$ cat src/hdl/jsu_pkg.sv
// shared types, escape codes and hex digit decode for the json string unescaper
package jsu_pkg;

    typedef enum logic [5:0] {
        PH_PLAIN = 6'b000001,
        PH_ESC   = 6'b000010,
        PH_HEX1  = 6'b000100,
        PH_HEX2  = 6'b001000,
        PH_HEX3  = 6'b010000,
        PH_HEX4  = 6'b100000
    } phase_t;

    typedef enum logic [1:0] {
        KIND_CHAR = 2'd0,
        KIND_END  = 2'd1,
        KIND_ERR  = 2'd2
    } kind_t;

    typedef struct packed {
        logic        valid;
        kind_t       kind;
        logic [15:0] unit;
        logic [15:0] length;
    } result_t;

    typedef struct packed {
        logic       ok;
        logic [3:0] value;
    } hex_digit_t;

    localparam logic [15:0] CU_NUL       = 16'h0000;
    localparam logic [15:0] CU_QUOTE     = 16'h0022;
    localparam logic [15:0] CU_BACKSLASH = 16'h005C;
    localparam logic [15:0] CU_SLASH     = 16'h002F;
    localparam logic [15:0] CU_LOWER_B   = 16'h0062;
    localparam logic [15:0] CU_LOWER_F   = 16'h0066;
    localparam logic [15:0] CU_LOWER_N   = 16'h006E;
    localparam logic [15:0] CU_LOWER_R   = 16'h0072;
    localparam logic [15:0] CU_LOWER_T   = 16'h0074;
    localparam logic [15:0] CU_LOWER_U   = 16'h0075;
    localparam logic [15:0] CU_BS        = 16'h0008;
    localparam logic [15:0] CU_FF        = 16'h000C;
    localparam logic [15:0] CU_LF        = 16'h000A;
    localparam logic [15:0] CU_CR        = 16'h000D;
    localparam logic [15:0] CU_TAB       = 16'h0009;

    function automatic hex_digit_t hex_digit(input logic [15:0] c);
        hex_digit_t d;
        d.ok    = 1'b1;
        d.value = 4'd0;
        if (c >= 16'h0030 && c <= 16'h0039) begin
            d.value = 4'(c - 16'h0030);
        end else if (c >= 16'h0041 && c <= 16'h0046) begin
            d.value = 4'(c - 16'h0037);
        end else if (c >= 16'h0061 && c <= 16'h0066) begin
            d.value = 4'(c - 16'h0057);
        end else begin
            d.ok = 1'b0;
        end
        return d;
    endfunction

endpackage

$ cat src/hdl/json_string_unescaper.sv
// top level of the json string unescaper: input register, decode step, result register
//
//  channel  | dir | ports                                        | beat
//  s_       | in  | s_valid s_ready s_code_unit                  | one code unit
//  m_       | out | m_valid m_ready m_kind m_decoded_unit ...   | char, end or error
//
// one beat per cycle sustained while the result register is not stalled.
// the decode step sits between the input register and the result register.
// reset (aresetn low, synchronous) empties both registers and returns to plain text.
// a stalled result register stops the input register, which then stops s_ready;
// beats that give no result still wait for the result register to drain.
module json_string_unescaper
    import jsu_pkg::*;
#(
    parameter int LENGTH_BITS = 16
) (
    input  logic        aclk,
    input  logic        aresetn,
    input  logic        s_valid,
    output logic        s_ready,
    input  logic [15:0] s_code_unit,
    output logic        m_valid,
    input  logic        m_ready,
    output logic [1:0]  m_kind,
    output logic [15:0] m_decoded_unit,
    output logic [15:0] m_decoded_length
);

    logic                   in_valid_reg, in_valid_next;
    logic [15:0]            in_unit_reg;
    phase_t                 phase_reg, phase_next;
    logic [15:0]            hex_reg, hex_next;
    logic [LENGTH_BITS-1:0] count_reg, count_next;
    logic                   out_valid_reg, out_valid_next;
    result_t                out_reg;
    result_t                step_res;
    logic                   consume;

    assign consume = in_valid_reg && (!out_valid_reg || m_ready);
    assign s_ready = !in_valid_reg || consume;

    jsu_step #(
        .LENGTH_BITS(LENGTH_BITS)
    ) u_step (
        .phase_i    (phase_reg),
        .hex_i      (hex_reg),
        .count_i    (count_reg),
        .code_unit_i(in_unit_reg),
        .phase_o    (phase_next),
        .hex_o      (hex_next),
        .count_o    (count_next),
        .result_o   (step_res)
    );

    always_comb begin
        in_valid_next = s_ready ? s_valid : in_valid_reg;
        if (consume && step_res.valid) begin
            out_valid_next = 1'b1;
        end else if (m_ready) begin
            out_valid_next = 1'b0;
        end else begin
            out_valid_next = out_valid_reg;
        end
    end

    always_ff @(posedge aclk) begin
        if (!aresetn) begin
            in_valid_reg  <= 1'b0;
            out_valid_reg <= 1'b0;
            phase_reg     <= PH_PLAIN;
            hex_reg       <= 16'd0;
            count_reg     <= '0;
        end else begin
            in_valid_reg  <= in_valid_next;
            out_valid_reg <= out_valid_next;
            if (consume) begin
                phase_reg <= phase_next;
                hex_reg   <= hex_next;
                count_reg <= count_next;
            end
        end
    end

    always_ff @(posedge aclk) begin
        if (s_ready && s_valid) begin
            in_unit_reg <= s_code_unit;
        end
        if (consume && step_res.valid) begin
            out_reg <= step_res;
        end
    end

    assign m_valid          = out_valid_reg;
    assign m_kind           = out_reg.kind;
    assign m_decoded_unit   = out_reg.unit;
    assign m_decoded_length = out_reg.length;

    // end or error leaves the decoder at the start of a fresh string
    assert property (@(posedge aclk) disable iff (!aresetn)
        consume && step_res.valid && step_res.kind != KIND_CHAR
        |=> phase_reg == PH_PLAIN && count_reg == '0 && hex_reg == 16'd0)
        else $error("decoder not restarted after end or error");

    // input side only stalls behind a full, stalled result register
    assert property (@(posedge aclk) disable iff (!aresetn)
        !s_ready |-> in_valid_reg && out_valid_reg && !m_ready)
        else $error("input stalled without downstream backpressure");

    // a unicode escape opener clears the hex accumulator
    assert property (@(posedge aclk) disable iff (!aresetn)
        consume && phase_reg == PH_ESC && in_unit_reg == CU_LOWER_U
        |=> phase_reg == PH_HEX1 && hex_reg == 16'd0 && !out_valid_reg)
        else $error("unicode escape not started correctly");

    // only end beats carry a length, only char beats carry a unit
    assert property (@(posedge aclk) disable iff (!aresetn)
        m_valid |-> (m_kind == KIND_END || m_decoded_length == 16'd0)
                 && (m_kind == KIND_CHAR || m_decoded_unit == 16'd0))
        else $error("result fields inconsistent with kind");

endmodule

$ cat src/hdl/jsu_step.sv
// one decode step: next state and result for a single code unit
module jsu_step
    import jsu_pkg::*;
#(
    parameter int LENGTH_BITS = 16
) (
    input  phase_t                 phase_i,
    input  logic [15:0]            hex_i,
    input  logic [LENGTH_BITS-1:0] count_i,
    input  logic [15:0]            code_unit_i,
    output phase_t                 phase_o,
    output logic [15:0]            hex_o,
    output logic [LENGTH_BITS-1:0] count_o,
    output result_t                result_o
);

    logic [LENGTH_BITS-1:0] count_inc;
    logic [31:0]            count_wide;
    logic [15:0]            count_sat;
    logic [15:0]            hex_shift;
    hex_digit_t             digit;

    assign count_inc  = (count_i == {LENGTH_BITS{1'b1}}) ? count_i : count_i + 1'b1;
    assign count_wide = 32'(count_i);
    assign count_sat  = (|count_wide[31:16]) ? 16'hFFFF : count_wide[15:0];
    assign digit      = hex_digit(code_unit_i);
    assign hex_shift  = {hex_i[11:0], digit.value};

    always_comb begin
        phase_o         = phase_i;
        hex_o           = hex_i;
        count_o         = count_i;
        result_o.valid  = 1'b0;
        result_o.kind   = KIND_CHAR;
        result_o.unit   = 16'd0;
        result_o.length = 16'd0;
        unique case (phase_i)
            PH_ESC: begin
                phase_o        = PH_PLAIN;
                result_o.valid = 1'b1;
                count_o        = count_inc;
                priority case (code_unit_i)
                    CU_QUOTE:     result_o.unit = CU_QUOTE;
                    CU_BACKSLASH: result_o.unit = CU_BACKSLASH;
                    CU_SLASH:     result_o.unit = CU_SLASH;
                    CU_LOWER_B:   result_o.unit = CU_BS;
                    CU_LOWER_F:   result_o.unit = CU_FF;
                    CU_LOWER_N:   result_o.unit = CU_LF;
                    CU_LOWER_R:   result_o.unit = CU_CR;
                    CU_LOWER_T:   result_o.unit = CU_TAB;
                    CU_LOWER_U: begin
                        phase_o        = PH_HEX1;
                        hex_o          = 16'd0;
                        count_o        = count_i;
                        result_o.valid = 1'b0;
                    end
                    default: begin
                        hex_o         = 16'd0;
                        count_o       = '0;
                        result_o.kind = KIND_ERR;
                    end
                endcase
            end
            PH_HEX1, PH_HEX2, PH_HEX3, PH_HEX4: begin
                priority if (!digit.ok) begin
                    phase_o        = PH_PLAIN;
                    hex_o          = 16'd0;
                    count_o        = '0;
                    result_o.valid = 1'b1;
                    result_o.kind  = KIND_ERR;
                end else if (phase_i == PH_HEX4) begin
                    phase_o        = PH_PLAIN;
                    hex_o          = 16'd0;
                    count_o        = count_inc;
                    result_o.valid = 1'b1;
                    result_o.unit  = hex_shift;
                end else begin
                    hex_o   = hex_shift;
                    phase_o = (phase_i == PH_HEX1) ? PH_HEX2
                            : (phase_i == PH_HEX2) ? PH_HEX3 : PH_HEX4;
                end
            end
            default: begin
                // plain text
                phase_o = PH_PLAIN;
                priority if (code_unit_i == CU_QUOTE) begin
                    hex_o           = 16'd0;
                    count_o         = '0;
                    result_o.valid  = 1'b1;
                    result_o.kind   = KIND_END;
                    result_o.length = count_sat;
                end else if (code_unit_i == CU_NUL) begin
                    hex_o          = 16'd0;
                    count_o        = '0;
                    result_o.valid = 1'b1;
                    result_o.kind  = KIND_ERR;
                end else if (code_unit_i == CU_BACKSLASH) begin
                    phase_o = PH_ESC;
                end else begin
                    count_o        = count_inc;
                    result_o.valid = 1'b1;
                    result_o.unit  = code_unit_i;
                end
            end
        endcase
    end

endmodule
$ cat config.mk
export PLATFORM = sky130hd
export DESIGN_NAME = json_string_unescaper
export DESIGN_NICKNAME = d
export VERILOG_FILES = /design/src/hdl/jsu_pkg.sv /design/src/hdl/json_string_unescaper.sv /design/src/hdl/jsu_step.sv
export SDC_FILE = /design/constraint.sdc
export NUM_CORES = 1
export LEC_CHECK = 0
export BUFFER_PORTS_ARGS = -buffer_cell sky130_fd_sc_hd__buf_2
export CAP_MARGIN = 20
export CORE_ASPECT_RATIO = 0.9
export CORE_MARGIN = 2
export CORE_UTILIZATION = 45
export CTS_CLUSTER_SIZE = 40
export DETAILED_ROUTE_END_ITERATION = 16
export GPL_ROUTABILITY_DRIVEN = 0
export GPL_TIMING_DRIVEN = 0
export PLACE_DENSITY = 0.69
export SLEW_MARGIN = 20
export SYNTH_ARGS = -nofsm -noshare
export SYNTH_HDL_FRONTEND = slang
export SYNTH_SLANG_ARGS = --single-unit
export TNS_END_PERCENT = 30
$ cat constraint.sdc
create_clock -name aclk -period 8.22 [get_ports aclk]
set_clock_uncertainty 0.2 [all_clocks]
set_input_delay 0.411 -clock aclk [delete_from_list [all_inputs] [get_ports aclk]]
set_output_delay 0.411 -clock aclk [all_outputs]
set_load 0.1 [all_outputs]
# Yosys cells after proc, flatten, opt, wreduce, memory -nomap -nowiden
# Cells that the tools add are included.
# W data, S select, Z words.
# word_totals
regBits,86
output_inout_bits,36
# op_classes
reduce_logical,19
n_eq_ne,19
magnitude_cmp,6
add_sub_neg,4
muxes,47
bitwise_logic,1
# op_table
cell,count
$mux W16,11
$eq A16 B7 Y1 const B,7
$pmux W16 S2,2
$mux W12,5
$pmux W7 S8,1
$pmux W19 S2,1
$mux W6,6
$eq A16 B6 Y1 const B,2
$ge A16 B7 Y1 const B,2
$le A16 B7 Y1 const B,2
$pmux W12 S2,1
$add A16 B1 Y16 const B,1
$eq A16 B16 Y1 const B,1
$ge A16 B6 Y1 const B,1
$le A16 B6 Y1 const B,1
$logic_not A16 Y1,1
$mux W4,3
$pmux W6 S2,1
$mux W1,10
$reduce_or A9 Y1,1
$mux W2,4
$reduce_or A8 Y1,1
$sub A4 B3 Y4 const B,2
$eq A6 B2 Y1 const B,1
other kinds (19),28

# Longest topological paths before layout
# depth
ltp_word,10
mapped_depth,11
mapped_depth_nobuf,9

# Cells and area by module
# Synthesis repeated with hierarchy kept, for this count alone.
# hier_totals
hier_cells,511
hier_area_um2,5051.1
# by_module_without_submodules
module,cells_per_inst,instances,area_per_inst_um2
json_string_unescaper,228,1,3156.8
jsu_step,283,1,1894.3

# Least setup slack after synthesis
# Ideal clock, no wire load.
# synth_path
kind,register to register
from,reg in_unit_reg[1]
to,"reg out_reg, in the netlist m_decoded_length[0] (enable)"
period_less_slack_ps,3330
required_ps,7631
path_stages_with_launch,10
path_slack_ps,4890
setup_time_ps,389
t_arrival_ps,2741
path_cell_list,edfxtp_1 > inv_1 > ha_1 > nand2b_1 > or3_1 > a311oi_2 > o21a_1 > o21ai_2 > buf_2 > inv_1
# synth_between
elab_chain_cells,8
# synth_rtl
element,line_no,text
from (decl),json_string_unescaper.sv:30,logic [15:0] in_unit_reg;
from (signal assigned),json_string_unescaper.sv:86,in_unit_reg <= s_code_unit;
$ge A16 B7 Y1 / $le A16 B7 Y1 (equally long branches),jsu_pkg.sv:55,end else if (c >= 16'h0061 && c <= 16'h0066) begin
$logic_and A1 B1 Y1,jsu_pkg.sv:55,
$mux W1,jsu_pkg.sv:55,
$mux W1,jsu_pkg.sv:53,end else if (c >= 16'h0041 && c <= 16'h0046) begin
$mux W1,jsu_pkg.sv:51,if (c >= 16'h0030 && c <= 16'h0039) begin
$mux W1,jsu_step.sv:65,priority if (!digit.ok) begin
$pmux W19 S2 (*),jsu_step.sv:37,unique case (phase_i)
$logic_and A1 B1 Y1 (*),json_string_unescaper.sv:88,if (consume && step_res.valid) begin
to (signal assigned),json_string_unescaper.sv:89,out_reg <= step_res;
to (decl),json_string_unescaper.sv:35,result_t out_reg;
# Every way passes the cells marked *; elsewhere a longest branch is shown, timed or not.
# A chain may end at the register's enable or synchronous reset.

# Final worst setup path
# layout_path
from,reg in_unit_reg[1]
to,"reg out_reg, in the netlist m_decoded_length[10] (enable)"
# The elaborated chain is that of the path after synthesis.

==> metrics.cfg <==
[grt]
met2_usage=0.296
use_met1=0.245
grt.overflow.total=0
grt_max_degree=36
grt_pass1_vias=2907
antenna_found_initial=0
grtUsageTotal=0.184
grt_pass1_wl_mm=14.5
top_usage_layer=met2
met3_usage=0.0328

[detailed_routing]
vias=3195
drt_pre_antenna_iters=4
drc=0
wl_per_cell_um=15.5
routed_wl_mm=8.92
drt-vias-per-instance=5.57
ant_nets=0
drtIter0Drc=232

[run]
maxCapViolCount=0

[worst_setup_path]
critPathKind=flip-flop to flip-flop
ff2ff_setup_slack_ns=4.71
crit_path_end_kind=flip-flop
crit_end=m_decoded_length[10]
critical_path.startpoint=in_unit_reg[1]
reg2regPathDepth=9
cp.required_ns=8.02
start_kind=flip-flop
rr_endpoint=m_decoded_length[10]
crit_fanout=35
r2r_start=in_unit_reg[1]
crit_arrival_ns=3.31

[sta]
fmax_mhz=285
finalMaxSlewViolations=0
tns_ns=0
final-hold-violation-count=0
layout_worst_path_cycle_share=0.427
tightest_slew_ns=0.925
rsz0062_at_grt=no
setup_viol=0
fin_ws_ns=4.71
period_needed_ns=3.51
slew_headroom=0.379

[cells_and_area]
syn2layout_area_growth_pct=16.5
fin_nets=473
drive_above_1_share=0.239
fill_cells=824
finalInstanceArea_um2=4860
num_antenna_cells=0

[placement]
place_hpwl_mm=6.31
placement.cell_area_um2=4600
place_worst_setup_slack_ns=4.72
io_buffers=55

[synth]
syn_inst=377
netlist_area_um2=4170
synth_seq_cells=86
async_reset_ff_frac=0
synth_fp_nets=403
yosys_warnings=0
yosys.cell_types.count=73
ys_seq_area_frac=0.532
synth_area_per_cell_um2=11.1
synth_flop_cell=edfxtp_1
synth_edf_count=50

[clocking]
h-tree-depth=3
clockBufferDepth=2
cts_buffers=9
cts.sinks=86
clk_pin_slew_worst_paths_ns=0.09
ctsResizeCount=0
root_buffer=clkbuf_8
cts_tree=yes
clk_latency_ns=0.37

[floorplan]
core_region_area_um2=9080
start_util=0.460
dieArea_um2=10100
rows=33
fp.dieH_um=95.4
die_w_um=106
pin_count=56

[hold_path]
worstHoldPathType=input pin to flip-flop

[run_status]
status=complete, no violations

[power]
power_leakage_nw=1.70
peakVddDrop_mv=0.107
p_per_area_nw_per_um2=191

[metrics by stage]
step           utilization  instances  power (mW)  hold WS [ns]
2_1_floorplan            -        377       0.585         0.252
3_5_place_dp         0.507        554       0.610         0.280
4_1_cts              0.536        574       0.938      0.000560
5_1_grt              0.536        574       0.963       0.00959
3_3_place_gp         0.507        554       0.608         0.265
6_report             0.536        574       0.931        0.0110
[layout make-up]
type	instances	area, um2	share of cell area
inverter	13	48.8	0.0100
multi-input combinational	255	1760	0.361
timing repair buffer	59	315	0.0648
tap	122	153	0.0314
clock buffer	10	128	0.0262
clock inverter	6	95.1	0.0195
sequential	86	2220	0.457
buffer	23	148	0.0303
[synth_stat cells, types with 3 or more instances]
master	n	area, um2
or4_1	4	30.0
and2_1	13	81.3
nor3_1	10	50.1
a21oi_2	5	43.8
a221o_1	3	30.0
a22o_1	9	78.8
nand2_1	16	60.1
xor2_1	3	26.3
o21ai_0	12	60.1
nor2_1	14	52.6
buf_2	5	25.0
a211oi_1	3	22.5
clkbuf_1	9	33.8
nand3_1	12	60.1
a31oi_1	4	25.0
nor3b_1	3	22.5
mux2i_1	3	30.0
ha_1	6	75.1
nor4_1	9	56.3
buf_6	5	56.3
nand2b_1	5	31.3
dfxtp_1	36	721
inv_1	13	48.8
and3_1	3	18.8
o31ai_1	4	30.0
edfxtp_1	50	1500
or3_1	8	50.1
a21oi_1	17	85.1
a22oi_1	13	97.6
xnor2_1	4	35.0
nand4_1	7	43.8
nor2b_1	18	113
[per-layer routing]
metal  routed length (um)  share of wire
met2                 4120           0.46
met5                    0              0
met3                  434          0.049
met4                  228          0.026
met1                 4140           0.46
[critical path: stages, from the launching register on]
cell      delay, ns
edfxtp_1       0.48
inv_1          0.13
ha_1           0.23
nand2b_1       0.16
or3_1          0.36
a311oi_2       0.48
o21a_1         0.23
o21ai_2        0.11
buf_2          0.21
inv_2          0.55
[repair_timing]
item | CTS | global route
hold buffers | 4 | 0
setup endpoints to repair | 0 | 0
hold endpoints to repair | 4 | 0
buffers inserted | 0 | 0
[worst min-delay path by stage]
| stage | slack (ns) | from | cells after the start | end |
|---|---|---|---|---|
| after floorplan | 0.25 | count_reg[11] | 2 | count_reg[11] |
| after global placement | 0.26 | count_reg[11] | 2 | count_reg[11] |
| after detailed placement | 0.28 | count_reg[11] | 2 | count_reg[11] |
| after CTS | 0.0006 | s_code_unit[14] | 1 | in_unit_reg[14] |
| after global routing | 0.01 | s_code_unit[14] | 1 | in_unit_reg[14] |
| final | 0.01 | s_code_unit[14] | 1 | in_unit_reg[14] |
[power breakdown]
part / switching (mW) / leakage (nW) / internal [mW]
registers: 0.00856 / 0.761 / 0.471
clock network: 0.155 / 0.105 / 0.174
logic: 0.0948 / 0.836 / 0.0275
[placed cells by master (no fill, tap or decap), drive strengths merged, types with 3 or more instances in the layout]
| cell type | count |
|---|---|
| a211oi | 3 |
| a21oi | 22 |
| a221o | 4 |
| a22o | 9 |
| a22oi | 13 |
| a31oi | 4 |
| and2 | 13 |
| and3 | 3 |
| buf | 68 |
| clkbuf | 20 |
| dfxtp | 36 |
| dlygate4sd3 | 4 |
| edfxtp | 50 |
| ha | 6 |
| inv | 15 |
| mux2i | 3 |
| nand2 | 16 |
| nand2b | 5 |
| nand3 | 12 |
| nand4 | 7 |
| nor2 | 17 |
| nor2b | 18 |
| nor3 | 10 |
| nor3b | 4 |
| nor4 | 9 |
| o21ai | 15 |
| o221a | 3 |
| o221ai | 3 |
| o31ai | 4 |
| or2 | 4 |
| or3 | 10 |
| or4 | 4 |
| xnor2 | 4 |
| xor2 | 3 |
[kinds of logic (layout without fill, tap and decap cells)]
family | Yosys count | count (layout) | share of synthesized area
mux | 3 | 3 | 0.00719
simple gates | 140 | 140 | 0.201
flops | 86 | 86 | 0.532
compound gates | 99 | 99 | 0.180
buf+inv | 36 | 111 | 0.0471
fa+ha+maj | 6 | 6 | 0.0180
xor+xnor | 7 | 7 | 0.0147
No activity file was read; power rests on OpenSTA's default activity.
